--- src/rtl/icb_pkg.sv ---
// Shared constants, operation codes and the queue word type for the circle brush.
// Used by every module of the block; depends on nothing else.
package icb_pkg;
	localparam int IMG_W      = 64;
	localparam int IMG_H      = 64;
	localparam int MAX_R      = 31;
	localparam int XW         = $clog2(IMG_W);
	localparam int YW         = $clog2(IMG_H);
	localparam int ADDR_W     = XW + YW;
	localparam int PIX_DEPTH  = IMG_W * IMG_H;
	localparam int QUEUE_DEPTH = 4;
	localparam int QPTR_W     = $clog2(QUEUE_DEPTH);

	localparam logic [1:0] MODE_PAINT  = 2'd0;
	localparam logic [1:0] MODE_READ   = 2'd1;
	localparam logic [1:0] MODE_STROKE = 2'd2;

	localparam logic [1:0] OP_PAINT  = 2'd0;
	localparam logic [1:0] OP_READ   = 2'd1;
	localparam logic [1:0] OP_STROKE = 2'd2;

	localparam logic [2:0] ADDR_RADIUS = 3'd0;
	localparam logic [2:0] ADDR_COLOR  = 3'd4;

	typedef struct packed {
		logic [1:0]        op;
		logic signed [8:0] x;
		logic signed [8:0] y;
	} q_word_t;
endpackage

--- src/rtl/icb_queue.sv ---
// Short first-in first-out queue between the front end and the drawing engine.
// Depends on icb_pkg.
module icb_queue import icb_pkg::*; (
	input  logic    clk,
	input  logic    arst_n,
	input  logic    push,
	input  q_word_t push_word,
	output logic    full,
	input  logic    pop,
	output logic    q_valid,
	output q_word_t head
);
	q_word_t             mem_q [QUEUE_DEPTH];
	logic [QPTR_W-1:0]   wr_q, rd_q;
	logic [QPTR_W:0]     cnt_q;

	assign full    = cnt_q == (QPTR_W+1)'(QUEUE_DEPTH);
	assign q_valid = cnt_q != '0;
	assign head    = mem_q[rd_q];

	always_ff @(posedge clk) begin
		if (push) begin
			mem_q[wr_q] <= push_word;
		end
	end

	always_ff @(posedge clk or negedge arst_n) begin
		if (!arst_n) begin
			wr_q  <= '0;
			rd_q  <= '0;
			cnt_q <= '0;
		end else begin
			if (push) begin
				wr_q <= wr_q + 1'b1;
			end
			if (pop) begin
				rd_q <= rd_q + 1'b1;
			end
			if (push && !pop) begin
				cnt_q <= cnt_q + 1'b1;
			end else if (pop && !push) begin
				cnt_q <= cnt_q - 1'b1;
			end
		end
	end
endmodule

--- config.mk ---
export PLATFORM = sky130hd
export DESIGN_NAME = icb_queue
export DESIGN_NICKNAME = d
export VERILOG_FILES = /design/src/rtl/icb_pkg.sv /design/src/rtl/icb_queue.sv
export SDC_FILE = /design/constraint.sdc
export NUM_CORES = 1
export LEC_CHECK = 0
export BUFFER_PORTS_ARGS = -buffer_cell sky130_fd_sc_hd__buf_2
export CELL_PAD_IN_SITES_DETAIL_PLACEMENT = 1
export CELL_PAD_IN_SITES_GLOBAL_PLACEMENT = 1
export CORE_MARGIN = 1.5
export CORE_UTILIZATION = 49
export DETAILED_ROUTE_END_ITERATION = 8
export HOLD_SLACK_MARGIN = 0.08
export PLACE_DENSITY_LB_ADDON = 0.08
export SYNTH_ARGS = -nofsm -noshare
export SYNTH_HDL_FRONTEND = slang
export SYNTH_SLANG_ARGS = --single-unit
--- constraint.sdc ---
create_clock -name clk -period 1.9 [get_ports clk]
set_input_delay 0.19 -clock clk [delete_from_list [all_inputs] [get_ports clk]]
set_output_delay 0.19 -clock clk [all_outputs]
set_load 0.05 [all_outputs]
==> impl_metrics.yaml <==
status:
  run_status: "finished with violations"
  failing_checks: "DRC"
sta:
  grt_setup_unrepaired: "yes"
  max_frequency_mhz: 536.6
  final-setup-viol-count: 0
  slew_headroom_pct: 78.27
  min_period_ns: 1.864
  finalWorstSetupSlack_ns: 0.03640
  timing.hold.ws_ns: 0.1325
  finalCritPeriodShare_pct: 98.08
  worst-slew-pin-transition_ns: 0.3259
  finalMaxSlewViolations: 0
  finClkSkew_ns: 0.006882
  fin_setup_tns_ns: 0
  finalHoldViolations: 0
global_route:
  grt_usage_pct: 18.64
  first_global_vias: 1898
  grt_start_max_net_pins: 21
  antenna_found_initial: 0
  grt_pass1_wl_um: 9673
  global_route.overflow_total: 0
worst_setup_path:
  worstPathArrival_ns: 1.67
  critPathMaxFanout: 11
  r2r-end: "cnt_q[2]"
  crit_type: "register to output port"
  endpoint_kind: "output port"
  cp-start-kind: "register"
  worst-r2r-cell-count: 4
  timing.rr.start: "cnt_q[0]"
  required_time_of_the_worst_setup_path_ns: 1.71
  reg2reg_slack_ns: 0.46
floorplanning:
  core.rowCount: 29
  die_area_mm2: 0.007203
  core_area_mm2: 0.006422
  floorplan.io_pins: 46
  starting_density_of_the_core_pct: 51.14
  die_width_um: 84.87
  die-height_um: 84.87
yosys:
  synth_cells: 138
  post_synth_main_area_contributors: "sky130_fd_sc_hd__edfxtp_1 73%, sky130_fd_sc_hd__mux4_2 12%, sky130_fd_sc_hd__dfrtp_1 5.3%"
  synth_cell_type_count: 18
  syn-cell-area_mm2: 0.003284
  netlist.top_cell.by_area: "sky130_fd_sc_hd__edfxtp_1"
  postSynthNetCount: 168
  ys_seq_elements: 87
  synth_edf_count: 80
  synth_top_flop_cell: "sky130_fd_sc_hd__edfxtp_1"
  synthesis.area_per_instance_um2: 23.80
  synth_async_sr_flop_share_pct: 8.046
  synth.yosys.warnings: 0
  yosysSeqAreaShare_pct: 78.48
  synthDominantCellAreaShare_pct: 73.14
clock_tree:
  clock_tree.buffer_depth: 2
  tritoncts_num_sinks: 87
  path_clk_slew_ns: 0.08
  clk_latency_ns: 0.35
  clock_tree_from_tritoncts: "done"
  htree_levels: 3
  cts_root_buf: "sky130_fd_sc_hd__clkbuf_8"
  cts_buffers: 9
final_layout:
  antenna-diode-count: 0
  layout.nets: 251
  drive_above_1_share_pct: 38.50
  finalInstanceArea_mm2: 0.004149
  filler_cell_count: 553
  areaGrowthSynthToFinish_pct: 26.32
hold_path:
  holdPathEnd: "wr_q[0]"
  worstHoldPathType: "input port to register"
  min_path_cells: 2
  holdCritStartpoint: "push"
route:
  m1WireLength_um: 2505
  top_layer: "met4"
  met3_length_um: 170
  post_drt_via_cell_ratio: 5.281
  post_drt_wl_per_cell_um: 20.13
  dr_total_vias: 1600
  drtPass1Iterations: 8
  detail_route.drc_violations: 5
  dr_iter_0_viols: 48
  antenna_violating_nets_post_route: 0
  wl_um: 6099
  dr_wl_met2_um: 3339
placed_design:
  detailedPlace.worstSlack_ns: 0.2117
  port-buffer-count: 45
  final_replace_weighted_congestion: 0.6739
  placedInstanceArea_mm2: 0.003633
  dp_hpwl_um: 3807
pwr:
  peakVddDrop_uv: 822.3
  power.density_cell_area_mw_per_mm2: 1673
  total_leakage_power_nw: 1.498
job:
  max_cap_violations: 0
-- kinds of logic after synthesis --
| kind of cell | count (synthesis) | share of synthesized area (%) |
|---|---|---|
| AO/OA/AOI/OAI | 1 | 0.1522 |
| AND/OR/NAND/NOR | 9 | 1.524 |
| multiplexers | 21 | 14.29 |
| XOR/XNOR | 6 | 1.600 |
| flip-flops | 87 | 78.48 |
| buffers and inverters | 8 | 1.447 |
| adder cells (fa/ha/maj) | 6 | 2.514 |
-- what timing repair did --
action                                  in CTS  in global routing
endpoints found under the setup margin      19                 18
hold endpoints to repair                    88                  0
setup buffers                                1                  0
gates resized for setup                     16                 29
hold buffers                                22                  0
-- sequential cells by signal (all words and copies together) (netlist names) --
name	flops
rd_q	2
cnt_q	3
mem_q	80
wr_q	2
-- routing by layer --
layer  global-route usage [%]  up-vias
li1                         -      726
met1                    21.47      832
met2                    33.16       35
met3                    3.988        7
met4                    9.240        0
met5                        0        -
-- stage by stage --
step                power (mW)  instances  utilization, %
CTS                      6.801        303           63.59
finish                   6.942        303           64.60
global placement         5.293        264           56.58
detailed placement       5.405        264           56.58
floorplan                4.767        138               -
global route             7.249        303           64.60
-- power breakdown --
part           leakage (nW)  internal (mW)  switching (mW)
Sequential            0.816           2.53           0.163
Combinational         0.594           1.18            1.87
Clock                0.0880          0.603           0.603
-- cells in the mapped netlist, drive strengths merged, types with 2 or more instances --
library cell   n
and2           4
xor2           4
edfxtp        80
mux4          20
ha             5
nand2          2
buf            4
inv            4
xnor2          2
dfrtp          7
-- layout by cell type (no fill, tap or decap), drive strengths merged --
master	instances
bufinv	1
edfxtp	80
nor2	1
o21ai	1
dlygate4sd3	22
clkbuf	12
and2	4
nor3b	1
mux4	20
nand2	2
clkinvlp	1
fa	1
or3	1
ha	5
clkinv	2
xnor2	2
buf	54
mux2	1
dfrtp	7
inv	4
xor2	4
-- worst max path at each step --
| stage | endpoint | startpoint | depth (start not counted) |
|---|---|---|---|
| floorplan | full | cnt_q[0] | 1 |
| global placement | head[5] | rd_q[0] | 3 |
| detailed placement | head[5] | rd_q[0] | 3 |
| CTS | head[19] | rd_q[0] | 3 |
| global route | head[2] | rd_q[0] | 3 |
| finish | head[2] | rd_q[0] | 3 |
-- critical path, cell delays in order (launching register included) --
cell,delay [ns]
sky130_fd_sc_hd__dfrtp_2,0.44
sky130_fd_sc_hd__buf_12,0.18
sky130_fd_sc_hd__mux4_2,0.49
sky130_fd_sc_hd__buf_2,0.22
-- final cells by class --
cell class	instances	area, um^2	area share [%]
timing repair buffer	76	621.8	14.99
sequential	87	2579	62.15
tap	77	96.34	2.322
inverter	4	15.01	0.3619
multi-input combinational	43	655.6	15.80
clock inverter	4	46.29	1.116
clock buffer	12	135.1	3.257
Note: power is estimated with default switching activity, not from simulation.
